File: src/design/pyd_pkg.sv
// ----------------------------------------------------------------------------
// pyd_pkg: shared types and constants for the pointer yaw/pitch direction block
// Defaults, register and function codes, CORDIC formats and the arctangent
// steps used by the rotation cells.
// ----------------------------------------------------------------------------
package pyd_pkg;

  localparam int DEF_ANGLE_FRAC_BITS = 10;
  localparam int DEF_COORD_BITS      = 16;
  localparam int DEF_DIR_FRAC_BITS   = 14;

  localparam int SENS_W      = 12;
  localparam int LIMIT_W     = 17;
  localparam int CFG_INDEX_W = 1;
  localparam int CFG_DATA_W  = 17;

  localparam logic [SENS_W-1:0] SENS_RESET = 12'd635;

  // CORDIC formats: angle in 2^-20 degree, x/y in Q30
  localparam int CORDIC_STEPS    = 20;
  localparam int CORDIC_ANG_FRAC = 20;
  localparam int CORDIC_W        = 32;
  localparam int Z_W             = 30;

  localparam logic signed [CORDIC_W-1:0] CORDIC_GAIN = 32'sd652032874;

  typedef enum logic [CFG_INDEX_W-1:0] {
    REG_SENSITIVITY = 1'b0,
    REG_PITCH_LIMIT = 1'b1
  } cfg_reg_t;

  typedef enum logic {
    FUNC_POINTER    = 1'b0,
    FUNC_FACE_FRONT = 1'b1
  } func_t;

  typedef struct packed {
    logic signed [CORDIC_W-1:0] x;
    logic signed [CORDIC_W-1:0] y;
    logic signed [Z_W-1:0]      z;
  } rot_t;

  function automatic logic signed [Z_W-1:0] atan_step(input int unsigned i);
    case (i)
      0:       return 30'sd47185920;
      1:       return 30'sd27855475;
      2:       return 30'sd14718068;
      3:       return 30'sd7471121;
      4:       return 30'sd3750058;
      5:       return 30'sd1876857;
      6:       return 30'sd938658;
      7:       return 30'sd469357;
      8:       return 30'sd234682;
      9:       return 30'sd117342;
      10:      return 30'sd58671;
      11:      return 30'sd29335;
      12:      return 30'sd14668;
      13:      return 30'sd7334;
      14:      return 30'sd3667;
      15:      return 30'sd1833;
      16:      return 30'sd917;
      17:      return 30'sd458;
      18:      return 30'sd229;
      19:      return 30'sd115;
      default: return '0;
    endcase
  endfunction

endpackage

File: src/design/pyd_cordic_cell.sv
// ----------------------------------------------------------------------------
// pyd_cordic_cell: one CORDIC rotation step for the yaw and pitch lanes
// Rotates both vectors toward their residual angles by the arctangent of
// 2^-STEP and hands them to the next cell.
// ----------------------------------------------------------------------------
module pyd_cordic_cell #(
  parameter int STEP = 0
) (
  input  logic          clk,
  input  logic          rst,
  input  logic          valid_in,
  input  pyd_pkg::rot_t yaw_in,
  input  pyd_pkg::rot_t pitch_in,
  output logic          valid_out,
  output pyd_pkg::rot_t yaw_out,
  output pyd_pkg::rot_t pitch_out
);
  import pyd_pkg::*;

  localparam logic signed [Z_W-1:0] ANGLE = atan_step(STEP);

  function automatic rot_t rotate(input rot_t r);
    rot_t                       n;
    logic signed [CORDIC_W-1:0] dx;
    logic signed [CORDIC_W-1:0] dy;
    dx = $signed(r.y) >>> STEP;
    dy = $signed(r.x) >>> STEP;
    if (!r.z[Z_W-1]) begin
      n.x = r.x - dx;
      n.y = r.y + dy;
      n.z = r.z - ANGLE;
    end else begin
      n.x = r.x + dx;
      n.y = r.y - dy;
      n.z = r.z + ANGLE;
    end
    return n;
  endfunction

  always_ff @(posedge clk) begin
    if (rst) begin
      valid_out <= 1'b0;
    end else begin
      valid_out <= valid_in;
    end
  end

  always_ff @(posedge clk) begin
    yaw_out   <= rotate(yaw_in);
    pitch_out <= rotate(pitch_in);
  end

endmodule

File: config.mk
export PLATFORM = sky130hd
export DESIGN_NAME = pyd_cordic_cell
export DESIGN_NICKNAME = d
export VERILOG_FILES = /design/src/design/pyd_pkg.sv /design/src/design/pyd_cordic_cell.sv
export SDC_FILE = /design/constraint.sdc
export NUM_CORES = 1
export LEC_CHECK = 0
export BUFFER_PORTS_ARGS = -buffer_cell sky130_fd_sc_hd__buf_2
export CORE_MARGIN = 2
export CORE_UTILIZATION = 27
export DETAILED_ROUTE_END_ITERATION = 6
export GPL_ROUTABILITY_DRIVEN = 0
export HOLD_SLACK_MARGIN = 0.06
export PLACE_DENSITY = 0.44
export SLEW_MARGIN = 0
export SYNTH_ARGS = -nofsm -noshare
export SYNTH_HDL_FRONTEND = slang
export SYNTH_SLANG_ARGS = --single-unit
File: constraint.sdc
create_clock -name clk -period 3.4 [get_ports clk]
set_input_delay 0.17 -clock clk [delete_from_list [all_inputs] [get_ports clk]]
set_output_delay 0.17 -clock clk [all_outputs]
set_load 0.05 [all_outputs]
==> reports/metrics.cfg, run 1 <==
[synthesis]
ys_types = 86
ys_seq_area_share_pct = 24.65
netlist_area_sq_mm = 0.01519
syn_inst = 1911
synthArstFlopShare_pct = 0
ys_ff_latch = 187
syn_nets = 2314
synth_edf_count = 0
ys_warn_count = 0
synthFlopType = dfxtp_1
syn_avg_cell_area_sq_um = 7.948

[cts]
root_buffer = clkbuf_16
clock_path_buffers = 2
post_cts_buffers = 0
clock-sinks = 187
cts_tree = yes
cts.reportedPaths.clkPinSlew_ns = 0.08
numCtsBuffers = 17
ctsHtreeMaxLevel = 4

[final_layout]
fin_cells = 3102
fillers = 5983
syn2layout_area_growth_pct = 27.34
drive_above_1_share_pct = 21.11
fin_nets = 2740
seqCellArea_sq_mm = 0.003744
fin_util_pct = 34.97
multi_input_area_sq_mm = 0.01028

[worst_setup_path]
cp_max_fo = 4
worstPathRequired_ns = 3.79
end_kind = flip-flop
critPathLaunch = yaw_in[62]
worstSetupPathType = input pin to flip-flop
crit_path_start_kind = input pin
critical_path_arrival_ns = 3.58

[grt]
grt.total_usage_pct = 19.77
grt_pass1_wl_microns = 87490
grt_overflow = 0
antenna_found_initial = 7
grt_pass1_vias = 15135
grt_start_max_net_pins = 86

[outcome]
status = finished clean

[placement]
dp.final_hpwl_microns = 47110
io_buffers = 379
dp_cells = 2996

[power_and_ir_drop]
ir_worst_vdd_v = 0.0004042
power_density_mw_per_mm2 = 496.5
p_leak_uw = 0.009198
p_total_uw = 9602

[detailed_routing]
dr.pass1.iters = 5
wl_per_cell_microns = 18.88
ant_nets = 0
drc = 0
viasPerCell = 5.038
drt_iter0_drc = 1437
route.vias.total = 15628
routed_wl_microns = 58560

[sta]
tightest_slew_ns = 1.040
setup_viol_count_final = 0
period_minus_slack_ns = 3.191
min_period_over_period_pct = 93.85
timing.fmax_mhz = 313.4
rsz0062_at_grt = false
maxSlewViolCount = 0
hold-worst-slack_ns = 0.08233
tns_ns = 0
slew_headroom_pct = 30.66
finalHoldViolCount = 0

[floorplanning]
ios = 380
dieHeight_microns = 241.2
dieArea_sq_mm = 0.05817
fp-row-count = 86
initial_core_util_pct = 27.46
die_x_microns = 241.2
core_area_sq_mm = 0.05531

[worst_hold_path]
min_path_type = input pin to flip-flop
min_from = yaw_in[30]

[flow_run]
maxCapViolCount = 0

==> flip-flops by register name, indices dropped and copies added (netlist names) <==
| signal | flops |
|---|---|
| pitch_out | 93 |
| yaw_out | 93 |
| valid_out | 1 |
==> area by class of cell <==
class,instances,area share (%)
clock inverter,15,1.080
tap,748,4.839
multi-input combinational,1425,53.15
inverter,211,4.095
timing repair buffer,495,15.23
sequential,187,19.36
antenna,4,0.05175
clock buffer,17,2.200
==> layer usage <==
| metal | track usage, % | up-vias | wire length (microns) |
|---|---|---|---|
| li1 | - | 7535 | - |
| met1 | 25.77 | 7340 | 25710 |
| met4 | 8.043 | 4 | 1878 |
| met2 | 30.78 | 649 | 26070 |
| met5 | 0 | - | 27 |
| met3 | 5.330 | 100 | 4878 |
==> Yosys cell counts (19+ instances only) <==
library cell,n,area share [%]
nor3_1,33,1.1
inv_1,200,4.9
clkbuf_1,48,1.2
nand2_1,94,2.3
o21ai_0,98,3.2
mux2i_1,30,2.0
xnor2_1,118,6.8
a21o_1,42,2.1
a21oi_1,230,7.6
o21bai_1,47,2.3
nor2b_1,22,0.91
a211oi_1,25,1.2
a31oi_1,23,0.95
dfxtp_1,187,25
o21ai_1,27,0.89
buf_2,19,0.63
nand3_1,30,0.99
nor2_1,136,3.4
ha_1,204,17
==> metrics by stage <==
stage | setup slack (ns) | instance area (sq um)
after global placement | 0.2263 | 18000
after CTS | 0.2662 | 19330
after floorplan | 0.7581 | 15190
final | 0.2089 | 19340
after detailed placement | 0.2084 | 18000
after global routing | 0.07773 | 19340
==> path summary, 6_finish.rpt <==
kind / end / slack (ns) / depth (start not counted)
worst min-delay path: yaw_out[30] / 0.08 / 4
worst max-delay path: yaw_out[56] / 0.21 / 14
==> timing repair <==
action / CTS / global route
hold endpoints to repair: 65 / 0
gates resized for setup: 0 / 0
hold buffers: 70 / 0
==> layout by cell type (no fill, tap or decap), drive strengths merged, types with 30 or more instances in the layout <==
cell type and count:
ha 204, a21o 42, dlygate4sd3 70, a21oi 231
mux2i 30, nand2 94, nor3 35, xnor2 118
nor2 136, o21ai 125, nand3 30, o21bai 47
dfxtp 187, buf 425, inv 217
==> cell families (layout without fill, tap and decap cells) <==
group                    after synthesis  count (layout)  share of synthesized area, %
buffers and inverters                299             738                         7.670
multiplexers                          31              31                         2.051
flip-flops                           187             187                         24.65
AND/OR/NAND/NOR                      400             400                         12.42
adder cells (fa/ha/maj)              212             212                         17.86
XOR/XNOR                             136             136                         7.842
other                                  0               4                             0
AO/OA/AOI/OAI                        646             646                         27.51
==> critical path: stages <==
cell and delay (ns):
dlygate4sd3_1 0.52, buf_2 0.15, ha_1 0.21, fa_1 0.40, nor2b_1 0.16, o21ai_1 0.21
nand4_1 0.11, buf_4 0.18, a2111oi_4 0.49, o311ai_2 0.20, a21oi_2 0.24, nor2_1 0.06
a31oi_1 0.26, xnor2_1 0.21
==> report_power, final <==
part           internal, uW  total [uW]  switching (uW)  leakage, uW
Combinational          1320        4640            3320      0.00731
Clock                  1020        2180            1160     0.000306
Sequential             2620        2780             151      0.00158
Total                  4960        9600            4640      0.00920
(Power assumes the default switching activity.)
==> inputs of run 2 (changes only) <==
--- a/config.mk
+++ b/config.mk
@@ -5,13 +5,13 @@
 export SDC_FILE = /design/constraint.sdc
 export NUM_CORES = 1
 export LEC_CHECK = 0
-export BUFFER_PORTS_ARGS = -buffer_cell sky130_fd_sc_hd__buf_2
 export CORE_MARGIN = 2
 export CORE_UTILIZATION = 27
 export DETAILED_ROUTE_END_ITERATION = 6
+export DONT_BUFFER_PORTS = 1
 export GPL_ROUTABILITY_DRIVEN = 0
 export HOLD_SLACK_MARGIN = 0.06
-export PLACE_DENSITY = 0.44
+export PLACE_DENSITY = 0.38
 export SLEW_MARGIN = 0
 export SYNTH_ARGS = -nofsm -noshare
 export SYNTH_HDL_FRONTEND = slang
==> reports/metrics.cfg, run 2 (synthesized netlist as in run 1, its figures left out) <==
[outcome]
status = finished clean

[detailed_routing]
route.vias.total = 14116
wl_per_cell_microns = 21.38
routed_wl_microns = 58920
drt_iter0_drc = 1017
drc = 0
viasPerCell = 5.122
dr.pass1.iters = 5
ant_nets = 0

[floorplanning]
core_area_sq_mm = 0.05531
ios = 380
die_x_microns = 241.2
initial_core_util_pct = 27.46
dieArea_sq_mm = 0.05817
dieHeight_microns = 241.2
fp-row-count = 86

[sta]
tightest_slew_ns = 0.9446
setup_ws_ns = 0.1551
maxSlewViolCount = 0
tns_ns = 0
setup_viol_count_final = 0
finalHoldViolCount = 0
slew_headroom_pct = 36.94
timing.fmax_mhz = 308.2
min_period_over_period_pct = 95.44
rsz0062_at_grt = false
period_minus_slack_ns = 3.245

[worst_setup_path]
cp_max_fo = 4
critical_path_arrival_ns = 3.68
end_kind = flip-flop
crit_path_start_kind = input pin
worstSetupPathType = input pin to flip-flop
worstPathRequired_ns = 3.83

[final_layout]
fillers = 5966
layout_common_cells = a21oi_1 (230), ha_1 (204), inv_1 (200)
largestRegisters = pitch_out x93, yaw_out x93, valid_out x1
fin_util_pct = 32.18
multi_input_area_sq_mm = 0.01028
seqCellArea_sq_mm = 0.003744
fin_nets = 2398
num_antenna_cells = 0
syn2layout_area_growth_pct = 17.18
design_area_sq_mm = 0.01780
mostFrequentLayoutCell = a21oi_1
drive_above_1_share_pct = 6.325

[cts]
cts.reportedPaths.clkPinSlew_ns = 0.09
root_buffer = clkbuf_16
ctsHtreeMaxLevel = 4
clock_path_buffers = 2
cts_tree = yes
post_cts_buffers = 0
clock-sinks = 187
numCtsBuffers = 17

[worst_hold_path]
hold_end = pitch_out[53]
min_from = pitch_in[53]
min_path_type = input pin to flip-flop
hold_depth = 4

[grt]
grt_start_max_net_pins = 84
grt_pass1_vias = 13978
antenna_found_initial = 2
grt_overflow = 0
grt_pass1_wl_microns = 86210
grt.total_usage_pct = 19.81

[flow_run]
maxCapViolCount = 0

[power_and_ir_drop]
p_total_uw = 9081
power_density_mw_per_mm2 = 510.3
ir_worst_vdd_v = 0.0004170
p_leak_uw = 0.007871

[placement]
io_buffers = 0
dpl_worst_slack_ns = 0.3081
dp.final_hpwl_microns = 46530
placed_area_sq_mm = 0.01615

==> run 2: changes by cell type in the layout (fill, tap and decap cells not counted), sizes merged <==
cell,before,now
clkbuf,17,18
diode,4,0
buf,425,55
clkinv,9,8
dlygate4sd3,70,98
==> run 2: cell type report <==
cell class / instances / area share (%)
multi-input combinational: 1425 / 57.79
sequential: 187 / 21.03
timing repair buffer: 153 / 8.057
tap: 748 / 5.259
inverter: 211 / 4.450
clock buffer: 18 / 2.468
clock inverter: 14 / 0.9421
==> run 2: through the flow <==
stage	hold WS, ns	cells
5_1_grt	0.1080	2756
2_1_floorplan	0.1977	1911
3_5_place_dp	0.1978	2624
4_1_cts	0.06345	2756
6_report	0.1251	2756
3_3_place_gp	0.1978	2624
==> run 2: worst max path at each step <==
stage	from	end	slack [ns]	cells after the start
after detailed placement	yaw_in[31]	yaw_out[59]	0.31	13
after CTS	yaw_in[31]	yaw_out[59]	0.15	14
after global placement	pitch_in[37]	pitch_out[56]	0.34	12
after floorplan	pitch_in[29]	pitch_out[29]	0.76	13
after global routing	yaw_in[31]	yaw_out[59]	0.06	14
final	yaw_in[31]	yaw_out[59]	0.16	14
==> run 2: power by group <==
| group | internal, uW | switching (uW) | leakage (uW) | total (uW) |
|---|---|---|---|---|
| sequential | 2630 | 1790 | 0.00158 | 4420 |
| clock | 1010 | 1110 | 0.000296 | 2120 |
| combinational | 1010 | 1530 | 0.00600 | 2550 |
| total | 4650 | 4430 | 0.00787 | 9080 |
==> run 2: metal layers <==
metal	routed length (microns)	track usage, %	vias to the layer above
met1	25440	24.52	6755
met2	28600	33.79	456
met3	3710	4.827	52
met4	1145	6.079	4
li1	-	-	6849
met5	27	0	-
==> run 2: timing repair <==
action,4_1_cts,5_1_grt
hold endpoints to repair,164,0
resized for setup,0,1
hold buffers,100,0
endpoints found under the setup margin,0,1
==> run 2: worst max-delay path, cell delays in order <==
cell and delay (ns):
dlygate4sd3_1 0.64, inv_1 0.11, ha_1 0.34, nor2b_1 0.19, o31ai_2 0.34, a2111oi_0 0.17
buf_4 0.18, nor2_1 0.29, o31ai_1 0.15, buf_4 0.18, a2111oi_0 0.57, a21oi_1 0.08
o41ai_1 0.10, xnor2_1 0.16
