===== config.mk =====
export PLATFORM = sky130hd
export DESIGN_NAME = pyd_mod_cell
export DESIGN_NICKNAME = d
export VERILOG_FILES = /design/src/design/pyd_mod_cell.sv
export SDC_FILE = /design/constraint.sdc
export NUM_CORES = 1
export LEC_CHECK = 0
export ABC_AREA = 1
export BUFFER_PORTS_ARGS = -buffer_cell sky130_fd_sc_hd__buf_2
export CORE_MARGIN = 2
export CORE_UTILIZATION = 29
export DETAILED_ROUTE_END_ITERATION = 16
export PLACE_DENSITY = 0.71
export SYNTH_ARGS = -nofsm -noshare
export SYNTH_HDL_FRONTEND = slang
export SYNTH_SLANG_ARGS = --single-unit

===== constraint.sdc =====
create_clock -name clk -period 0.8 [get_ports clk]
set_input_delay 0.04 -clock clk [delete_from_list [all_inputs] [get_ports clk]]
set_output_delay 0.04 -clock clk [all_outputs]
set_load 0.01 [all_outputs]

===== src/design/pyd_mod_cell.sv =====
// ----------------------------------------------------------------------------
// pyd_mod_cell: one step of the yaw wrap chain
// Subtracts a fixed multiple of the full turn when the value reaches it and
// hands the remainder to the next cell.
// ----------------------------------------------------------------------------
module pyd_mod_cell #(
  parameter int            R_W = 30,
  parameter logic [R_W-1:0] SUB = '0
) (
  input  logic           clk,
  input  logic           rst,
  input  logic           valid_in,
  input  logic [R_W-1:0] r_in,
  output logic           valid_out,
  output logic [R_W-1:0] r_out
);

  always_ff @(posedge clk) begin
    if (rst) begin
      valid_out <= 1'b0;
    end else begin
      valid_out <= valid_in;
    end
  end

  always_ff @(posedge clk) begin
    r_out <= (r_in >= SUB) ? (r_in - SUB) : r_in;
  end

endmodule


==> results of run 1 <==
through the flow:
stage | hold slack [ps] | setup slack (ps) | TNS [ps] | power, W
after floorplan | 67.72 | 429.2 | 0 | 0.001730
after global routing | 347.1 | -34.89 | -652.7 | 0.002938
after CTS | 343.6 | -8.484 | -27.79 | 0.002791
after detailed placement | 143.6 | 341.3 | 0 | 0.001878
final | 363.1 | 7.267 | 0 | 0.002783
after global placement | 142.5 | 356.9 | 0 | 0.001872
state kept, by name (all words and copies together) (netlist names):
register and cells:
r_out 30, valid_out 1
worst min-delay path by stage:
stage	startpoint	end	slack, ps
after floorplan	r_in[0]	r_out[0]$_DFF_P_	70
after global placement	r_in[22]	r_out[22]$_DFF_P_	140
after detailed placement	r_in[2]	r_out[2]$_DFF_P_	140
after CTS	r_in[17]	r_out[17]$_DFF_P_	340
after global routing	r_in[18]	r_out[18]$_DFF_P_	350
final	r_in[17]	r_out[17]$_DFF_P_	360
routing by layer:
metal  GRT usage [%]  wire, microns
met4           6.757              0
met2           28.51            972
met1           10.99            505
met3           6.548            151
met5               0              0
area by class of cell:
class | instances | area, sq um
Clock buffer | 7 | 45.04
Clock inverter | 1 | 5.005
Fill cell | 158 | 584.3
Inverter | 1 | 3.754
Multi-Input combinational cell | 1 | 6.256
Sequential cell | 31 | 631.9
Tap cell | 27 | 33.78
Timing Repair Buffer | 95 | 691.9
where the power goes:
group	switching, W	internal, W
combinational	0.000112	0.000237
clock	0.000441	0.000342
sequential	0.0000227	0.00163
layout by cell type, fill, tap and decap left out:
master         count
buf_2             54
buf_6              9
clkbuf_1           2
clkbuf_4           5
clkinv_2           1
dfxtp_1           22
dfxtp_2            9
dlygate4sd3_1     32
inv_1              1
nor2_2             1
logic make-up after synthesis:
logic type             synth area share, %
buffers and inverters               0.5947
DFF                                  98.41
and+or+nand+nor                     0.9927
repair_timing:
item                       4_1_cts  5_1_grt
gates resized for setup          2       16
setup endpoints to repair        6       31
gates cloned                     0        0
hold buffers                    32        0
hold endpoints to repair        31        0
buffers inserted                 0        0
==> impl_metrics.py, run 1 <==
metrics = {
    "outcome": {
        "status": "finished, final reports clean",
    },
    "synthesis": {
        "synth_area_sq_um": 630.6,
        "avgSynthCellArea_sq_um": 19.11,
        "synth_warnings": 0,
        "synth_seq_cells": 31,
        "synthTopCellsByCount": "31 x dfxtp_1, 1 x inv_1, 1 x nor2_2",
        "ys_top_cells_by_area": "dfxtp_1 98%, nor2_2 0.99%, inv_1 0.60%",
        "synth_edf_count": 0,
        "synthFlopType": "dfxtp_1",
        "ys_seq_area_share_pct": 98.41,
        "syn_inst": 33,
        "yosysMostFrequentCell": "dfxtp_1",
        "syn_nets": 66,
        "synth.distinct_cells": 3,
        "synthArstFlopShare_pct": 0,
        "synth_top_area_share_pct": 98.41,
        "yosys.area.top_type": "dfxtp_1",
    },
    "sta": {
        "finalSetupViolations": 0,
        "rsz0062_at_grt": "true",
        "worstMarginPinSlew_ps": 84.64,
        "timing.fmax_ghz": 1.261,
        "period_needed_ps": 792.7,
        "worst_slew_margin_rel_pct": 94.36,
        "slew_violations": 0,
        "hold_viol_final": 0,
        "period_share_pct": 99.09,
    },
    "setup_path": {
        "crit_cells": 1,
        "critPathRequiredTime_ps": 760,
        "cp_slowest_cell": "dfxtp_1",
        "crit_buf_inv": 1,
        "cp.arrival_ps": 750,
        "crit_fanout": 1,
        "crit_chain": "buf_2",
        "critical_path.endpoint": "r_out[5]",
        "cp_slowest_stage_delay_ps": 320,
        "worstSetupStartpoint": "r_out[5]$_DFF_P_",
        "worst-setup-path-type": "reg2out",
        "cp-end-kind": "output port",
        "start_kind": "register",
        "path_delay_family": "flip-flops",
    },
    "hold_path": {
        "hp-class": "in2reg",
        "hold_depth": 2,
    },
    "run": {
        "cap_violations": 0,
    },
    "placement": {
        "io_buffers": 63,
        "dp.cells": 123,
        "place.gp.congestion": 0.6509,
        "placed_cell_area_sq_um": 979.7,
        "place_hpwl_microns": 963.3,
    },
    "drt": {
        "drtAntennaViolNets": 0,
        "routed_wirelength_mm": 1.630,
        "drc": 0,
        "wl_per_cell_microns": 10.00,
        "num_vias": 604,
        "drtIter0Drc": 0,
        "first_pass_iters": 1,
        "via_per_inst": 3.706,
    },
    "floorplanning": {
        "dieArea_sq_mm": 0.002563,
        "initial_utilization_pct": 31.50,
        "die_h_microns": 50.63,
        "die_w_microns": 50.63,
        "pin_count": 64,
        "rows": 16,
        "core_area_sq_mm": 0.002002,
    },
    "cells_and_area": {
        "layout.core_utilization_pct": 70.81,
        "antenna_cells": 0,
        "fin_nets": 168,
        "area_delta_synth_final_pct": 124.8,
        "stdcell_count": 163,
        "layout-drive-gt1-share_pct": 58.09,
        "stdcell_area_sq_mm": 0.001418,
    },
    "power": {
        "p_per_area_mw_per_mm2": 1963,
        "irDropWorstVdd_mv": 1.634,
        "leakage_nw": 0.6995,
    },
    "grt": {
        "grt_first_pass_wirelength_mm": 2.525,
        "overflow": 0,
        "antenna_found_initial": 0,
        "gr-usage-all-layers_pct": 14.19,
        "grt_pass1_vias": 640,
        "grt_max_degree": 10,
    },
    "clocking": {
        "clkTransAtPathRegs_ps": 80,
        "numCtsBuffers": 5,
        "cts_tree": "yes",
        "cts.sinks": 31,
        "cts_htree_levels": 2,
        "root_buffer": "clkbuf_4",
        "cts_buffer_depth": 2,
    },
}
(Power assumes the default switching activity.)
==> inputs of run 2 (changes only) <==
GPL_TIMING_DRIVEN = 0   (was default)
==> run 2 against run 1 <==
  * Hold slack got worse by 3.6 ps
  * Flip-flop and latch count unchanged
  * Via count is 1.5% lower
  * Sequential share of layout area down 1.1 points
  * Cell count did not move
  * Core utilization is 2.4 points higher
  * Maximum frequency rose by 0.66%
  * Global-route usage is 0.099 points lower
  * Largest cell class unchanged
  * Largest power group unchanged
  * Highest routed layer unchanged
==> impl_metrics.py, run 2 (same netlist as run 1, synthesis figures left out) <==
metrics = {
    "outcome": {
        "status": "finished, final reports clean",
    },
    "sta": {
        "period_share_pct": 98.44,
        "worst_slew_margin_rel_pct": 94.18,
        "finalSetupViolations": 0,
        "setup_ws_ps": 12.48,
        "worstMarginPinSlew_ps": 87.31,
        "timing.fmax_ghz": 1.270,
        "worst_hold_slack_ps": 359.5,
        "hold_viol_final": 0,
        "rsz0062_at_grt": "true",
        "slew_violations": 0,
        "period_needed_ps": 787.5,
    },
    "clocking": {
        "cts.sinks": 31,
        "cts_buffer_depth": 2,
        "clkTransAtPathRegs_ps": 90,
        "numCtsBuffers": 5,
        "cts_setup_buffers": 0,
        "cts_tree": "yes",
        "root_buffer": "clkbuf_4",
        "cts_htree_levels": 2,
    },
    "run": {
        "cap_violations": 0,
    },
    "floorplanning": {
        "pin_count": 64,
        "die_w_microns": 50.63,
        "dieArea_sq_mm": 0.002563,
        "rows": 16,
        "initial_utilization_pct": 31.50,
        "die_h_microns": 50.63,
        "core_area_sq_mm": 0.002002,
    },
    "placement": {
        "placed_cell_area_sq_um": 979.7,
        "io_buffers": 63,
        "place.gp.congestion": 0.6341,
        "dpl_worst_slack_ps": 343.2,
    },
    "power": {
        "sequentialPowerShare_pct": 55.5,
        "irDropWorstVdd_mv": 1.431,
        "intPower_w": 0.002397,
        "pwr-share-clk_pct": 32.4,
        "p_switching_w": 0.0005879,
        "leakage_nw": 0.7172,
        "switching_share_pct": 19.70,
        "p_per_area_mw_per_mm2": 2035,
        "p_comb_share_pct": 12.0,
    },
    "cells_and_area": {
        "final_common_cell": "buf_2",
        "layout-drive-gt1-share_pct": 61.76,
        "fin_nets": 168,
        "largestRegisters": "r_out: 30 flops, valid_out: 1 flops",
        "stdcell_area_sq_mm": 0.001466,
        "top_register": "r_out",
        "final_cell_mix": "50 x buf_2, 32 x dlygate4sd3_1, 18 x dfxtp_1",
        "area_delta_synth_final_pct": 132.5,
        "antenna_cells": 0,
        "largest_reg_flops": 30,
        "layout.core_utilization_pct": 73.25,
    },
    "drt": {
        "first_pass_iters": 2,
        "wl_per_cell_microns": 9.871,
        "routed_wirelength_mm": 1.609,
        "drtAntennaViolNets": 0,
        "drtIter0Drc": 2,
        "drc": 0,
        "num_vias": 595,
        "via_per_inst": 3.650,
    },
    "setup_path": {
        "crit_fanout": 1,
        "cp.arrival_ps": 750,
        "start_kind": "register",
        "critPathRequiredTime_ps": 760,
        "worst-setup-path-type": "reg2out",
        "crit_cells": 1,
        "cp-end-kind": "output port",
        "crit_buf_inv": 1,
        "path_delay_family": "flip-flops",
        "crit_chain": "buf_6",
        "worstSetupStartpoint": "r_out[1]$_DFF_P_",
        "cp_slowest_cell": "dfxtp_2",
        "cp_slowest_stage_delay_ps": 330,
    },
    "hold_path": {
        "hold_depth": 2,
        "min_from": "r_in[21]",
        "hp-class": "in2reg",
    },
    "grt": {
        "grt_first_pass_wirelength_mm": 2.539,
        "gr-usage-all-layers_pct": 14.09,
        "antenna_found_initial": 0,
        "overflow": 0,
        "grt_max_degree": 10,
        "grt_pass1_vias": 638,
    },
}
==> run 2: power by group through the flow <==
| stage | Clock (W) | Combinational, W | Sequential (W) |
|---|---|---|---|
| 2_1_floorplan | 0 | 0.00000283 | 0.00173 |
| 3_3_place_gp | 0 | 0.000198 | 0.00168 |
| 3_5_place_dp | 0 | 0.000201 | 0.00168 |
| 4_1_cts | 0.00101 | 0.000323 | 0.00164 |
| 5_1_grt | 0.00109 | 0.000388 | 0.00167 |
| 6_report | 0.000968 | 0.000359 | 0.00166 |
==> run 2: path summary, 6_finish.rpt <==
check                            to  slack, ps
setup / recovery           r_out[1]         10
hold / removal    r_out[21]$_DFF_P_        360
==> run 2: per-stage QoR <==
stage                     setup TNS (ps)  total power (W)  cells
final                                  0         0.002985    163
after global routing              -726.4         0.003146    163
after CTS                         -37.74         0.002973    163
after detailed placement               0         0.001880    123
after global placement                 0         0.001874    123
after floorplan                        0         0.001730     33
==> run 2: final cells by class <==
class / count / area, sq um
Timing Repair Buffer: 95 / 716.9
Sequential cell: 31 / 636.9
Fill cell: 150 / 535.5
Clock buffer: 8 / 68.82
Tap cell: 27 / 33.78
Multi-Input combinational cell: 1 / 6.256
Inverter: 1 / 3.754
==> run 2: repair_timing <==
action                                  4_1_cts  5_1_grt
endpoints found under the setup margin       10       31
cloned                                        0        0
hold buffers                                 32        0
resized for setup                             1       25
endpoints found under the hold margin        31        0
==> run 2: routing by layer <==
layer | GRT usage (%) | vias up | wire length [microns]
li1 | - | 303 | -
met1 | 11.42 | 255 | 569
met2 | 27.63 | 37 | 919
met3 | 6.548 | 0 | 120
met4 | 6.757 | 0 | 0
met5 | 0 | - | 0
==> inputs of run 3 (changes only) <==
SETUP_SLACK_MARGIN = 0.15   (was default)
==> run 3 against run 2 <==
  * Via count unchanged
  * Clock-buffer cell count did not move
  * Largest power group unchanged
  * Total power stayed put
  * Combinational power about the same
  * Hold slack unchanged
  * Maximum frequency unchanged
  * Largest cell class unchanged
  * Critical path type unchanged
  * Core utilization is the same
==> impl_metrics.py, run 3 (same netlist as run 1, synthesis figures left out) <==
metrics = {
    "setup_path": {
        "cp_slowest_cell": "dfxtp_2",
        "start_kind": "register",
        "cp_slowest_stage_delay_ps": 330,
        "path_delay_family": "flip-flops",
        "crit_chain": "buf_6",
        "critPathRequiredTime_ps": 760,
        "worst-setup-path-type": "reg2out",
        "crit_fanout": 1,
        "cp-end-kind": "output port",
        "cp.arrival_ps": 750,
        "crit_buf_inv": 1,
    },
    "sta": {
        "finalSetupViolations": 0,
        "hold_viol_final": 0,
        "worstMarginPinSlew_ps": 87.31,
        "worst_slew_margin_rel_pct": 94.18,
        "worst_hold_slack_ps": 359.5,
        "slew_violations": 0,
        "timing.fmax_ghz": 1.270,
        "rsz0062_at_grt": "true",
        "period_needed_ps": 787.5,
        "period_share_pct": 98.44,
    },
    "run": {
        "cap_violations": 0,
    },
    "placement": {
        "placed_cell_area_sq_um": 979.7,
        "place.gp.congestion": 0.6341,
        "io_buffers": 63,
    },
    "power": {
        "pwr-share-clk_pct": 32.4,
        "irDropWorstVdd_mv": 1.431,
        "p_per_area_mw_per_mm2": 2035,
        "switching_share_pct": 19.70,
        "p_comb_share_pct": 12.0,
        "intPower_w": 0.002397,
        "leakage_nw": 0.7172,
        "p_switching_w": 0.0005879,
        "sequentialPowerShare_pct": 55.5,
    },
    "hold_path": {
        "min_from": "r_in[21]",
        "hold_depth": 2,
        "min_to": "r_out[21]$_DFF_P_",
        "hp-class": "in2reg",
    },
    "floorplanning": {
        "die_h_microns": 50.63,
        "rows": 16,
        "initial_utilization_pct": 31.50,
        "core_area_sq_mm": 0.002002,
        "dieArea_sq_mm": 0.002563,
        "pin_count": 64,
        "die_w_microns": 50.63,
    },
    "cells_and_area": {
        "final_common_cell": "buf_2",
        "largestRegisters": "r_out: 30 flops, valid_out: 1 flops",
        "layout-drive-gt1-share_pct": 61.76,
        "area_delta_synth_final_pct": 132.5,
        "fin_nets": 168,
        "seqCellArea_sq_um": 636.9,
        "stdcell_area_sq_mm": 0.001466,
        "antenna_cells": 0,
        "largest_reg_flops": 30,
        "final_cell_mix": "50 x buf_2, 32 x dlygate4sd3_1, 18 x dfxtp_1",
        "fill_cells": 150,
        "multi_input_area_sq_um": 6.256,
        "top_register": "r_out",
    },
    "outcome": {
        "status": "finished, final reports clean",
    },
    "clocking": {
        "cts_buffer_depth": 2,
        "clkTransAtPathRegs_ps": 90,
        "cts_htree_levels": 2,
        "cts.sinks": 31,
        "cts_setup_buffers": 0,
        "cts_tree": "yes",
        "numCtsBuffers": 5,
        "root_buffer": "clkbuf_4",
    },
    "drt": {
        "routed_wirelength_mm": 1.609,
        "wl_per_cell_microns": 9.871,
        "num_vias": 595,
        "drtAntennaViolNets": 0,
        "drc": 0,
        "via_per_inst": 3.650,
        "drtIter0Drc": 2,
        "first_pass_iters": 2,
    },
    "grt": {
        "grt_max_degree": 10,
        "grt_first_pass_wirelength_mm": 2.539,
        "overflow": 0,
        "antenna_found_initial": 0,
        "gr-usage-all-layers_pct": 14.09,
        "grt_pass1_vias": 638,
    },
}
## run 3: cell counts in the layout (fill, tap and decap cells not counted)
Identical to the previous run, type by type.
## run 3: stage by stage
stage	util [%]	worst slack (ps)	instances	total power [W]	TNS, ps
2_1_floorplan	-	429.2	33	0.001730	0
3_3_place_gp	48.94	346.0	123	0.001874	0
3_5_place_dp	48.94	343.2	123	0.001880	0
4_1_cts	68.75	-12.79	163	0.002973	-37.74
5_1_grt	73.25	-38.83	163	0.003146	-726.4
6_report	73.25	12.48	163	0.002985	0
## run 3: final cells by class
type | count | share of cell area, %
timing repair buffer | 95 | 48.89
sequential | 31 | 43.43
clock buffer | 8 | 4.693
tap | 27 | 2.304
multi-input combinational | 1 | 0.4266
inverter | 1 | 0.2560
## run 3: how the worst max path moves through the flow
stage,start,depth (start not counted),endpoint
2_1_floorplan,r_out[0]$_DFF_P_,0,r_out[0]
3_3_place_gp,r_out[5]$_DFF_P_,1,r_out[5]
3_5_place_dp,r_out[26]$_DFF_P_,1,r_out[26]
4_1_cts,r_out[26]$_DFF_P_,1,r_out[26]
5_1_grt,r_out[4]$_DFF_P_,1,r_out[4]
6_report,r_out[1]$_DFF_P_,1,r_out[1]
## run 3: timing repair
action                     CTS  global route
hold buffers                32             0
setup endpoints to repair   31            31
resized for setup            2            24
hold endpoints to repair    31             0
pin swaps                    0             0
## run 3: per-layer routing
| metal | wire length (microns) | vias to the layer above | track usage (%) |
|---|---|---|---|
| met3 | 120 | 0 | 6.548 |
| met5 | 0 | - | 0 |
| li1 | - | 303 | - |
| met1 | 569 | 255 | 11.42 |
| met4 | 0 | 0 | 6.757 |
| met2 | 919 | 37 | 27.63 |
## run 3: power groups by stage
stage | Clock, W | Combinational [W] | Sequential (W)
after floorplan | 0 | 0.00000283 | 0.00173
after detailed placement | 0 | 0.000201 | 0.00168
after global placement | 0 | 0.000198 | 0.00168
final | 0.000968 | 0.000359 | 0.00166
after global routing | 0.00109 | 0.000388 | 0.00167
after CTS | 0.00101 | 0.000323 | 0.00164
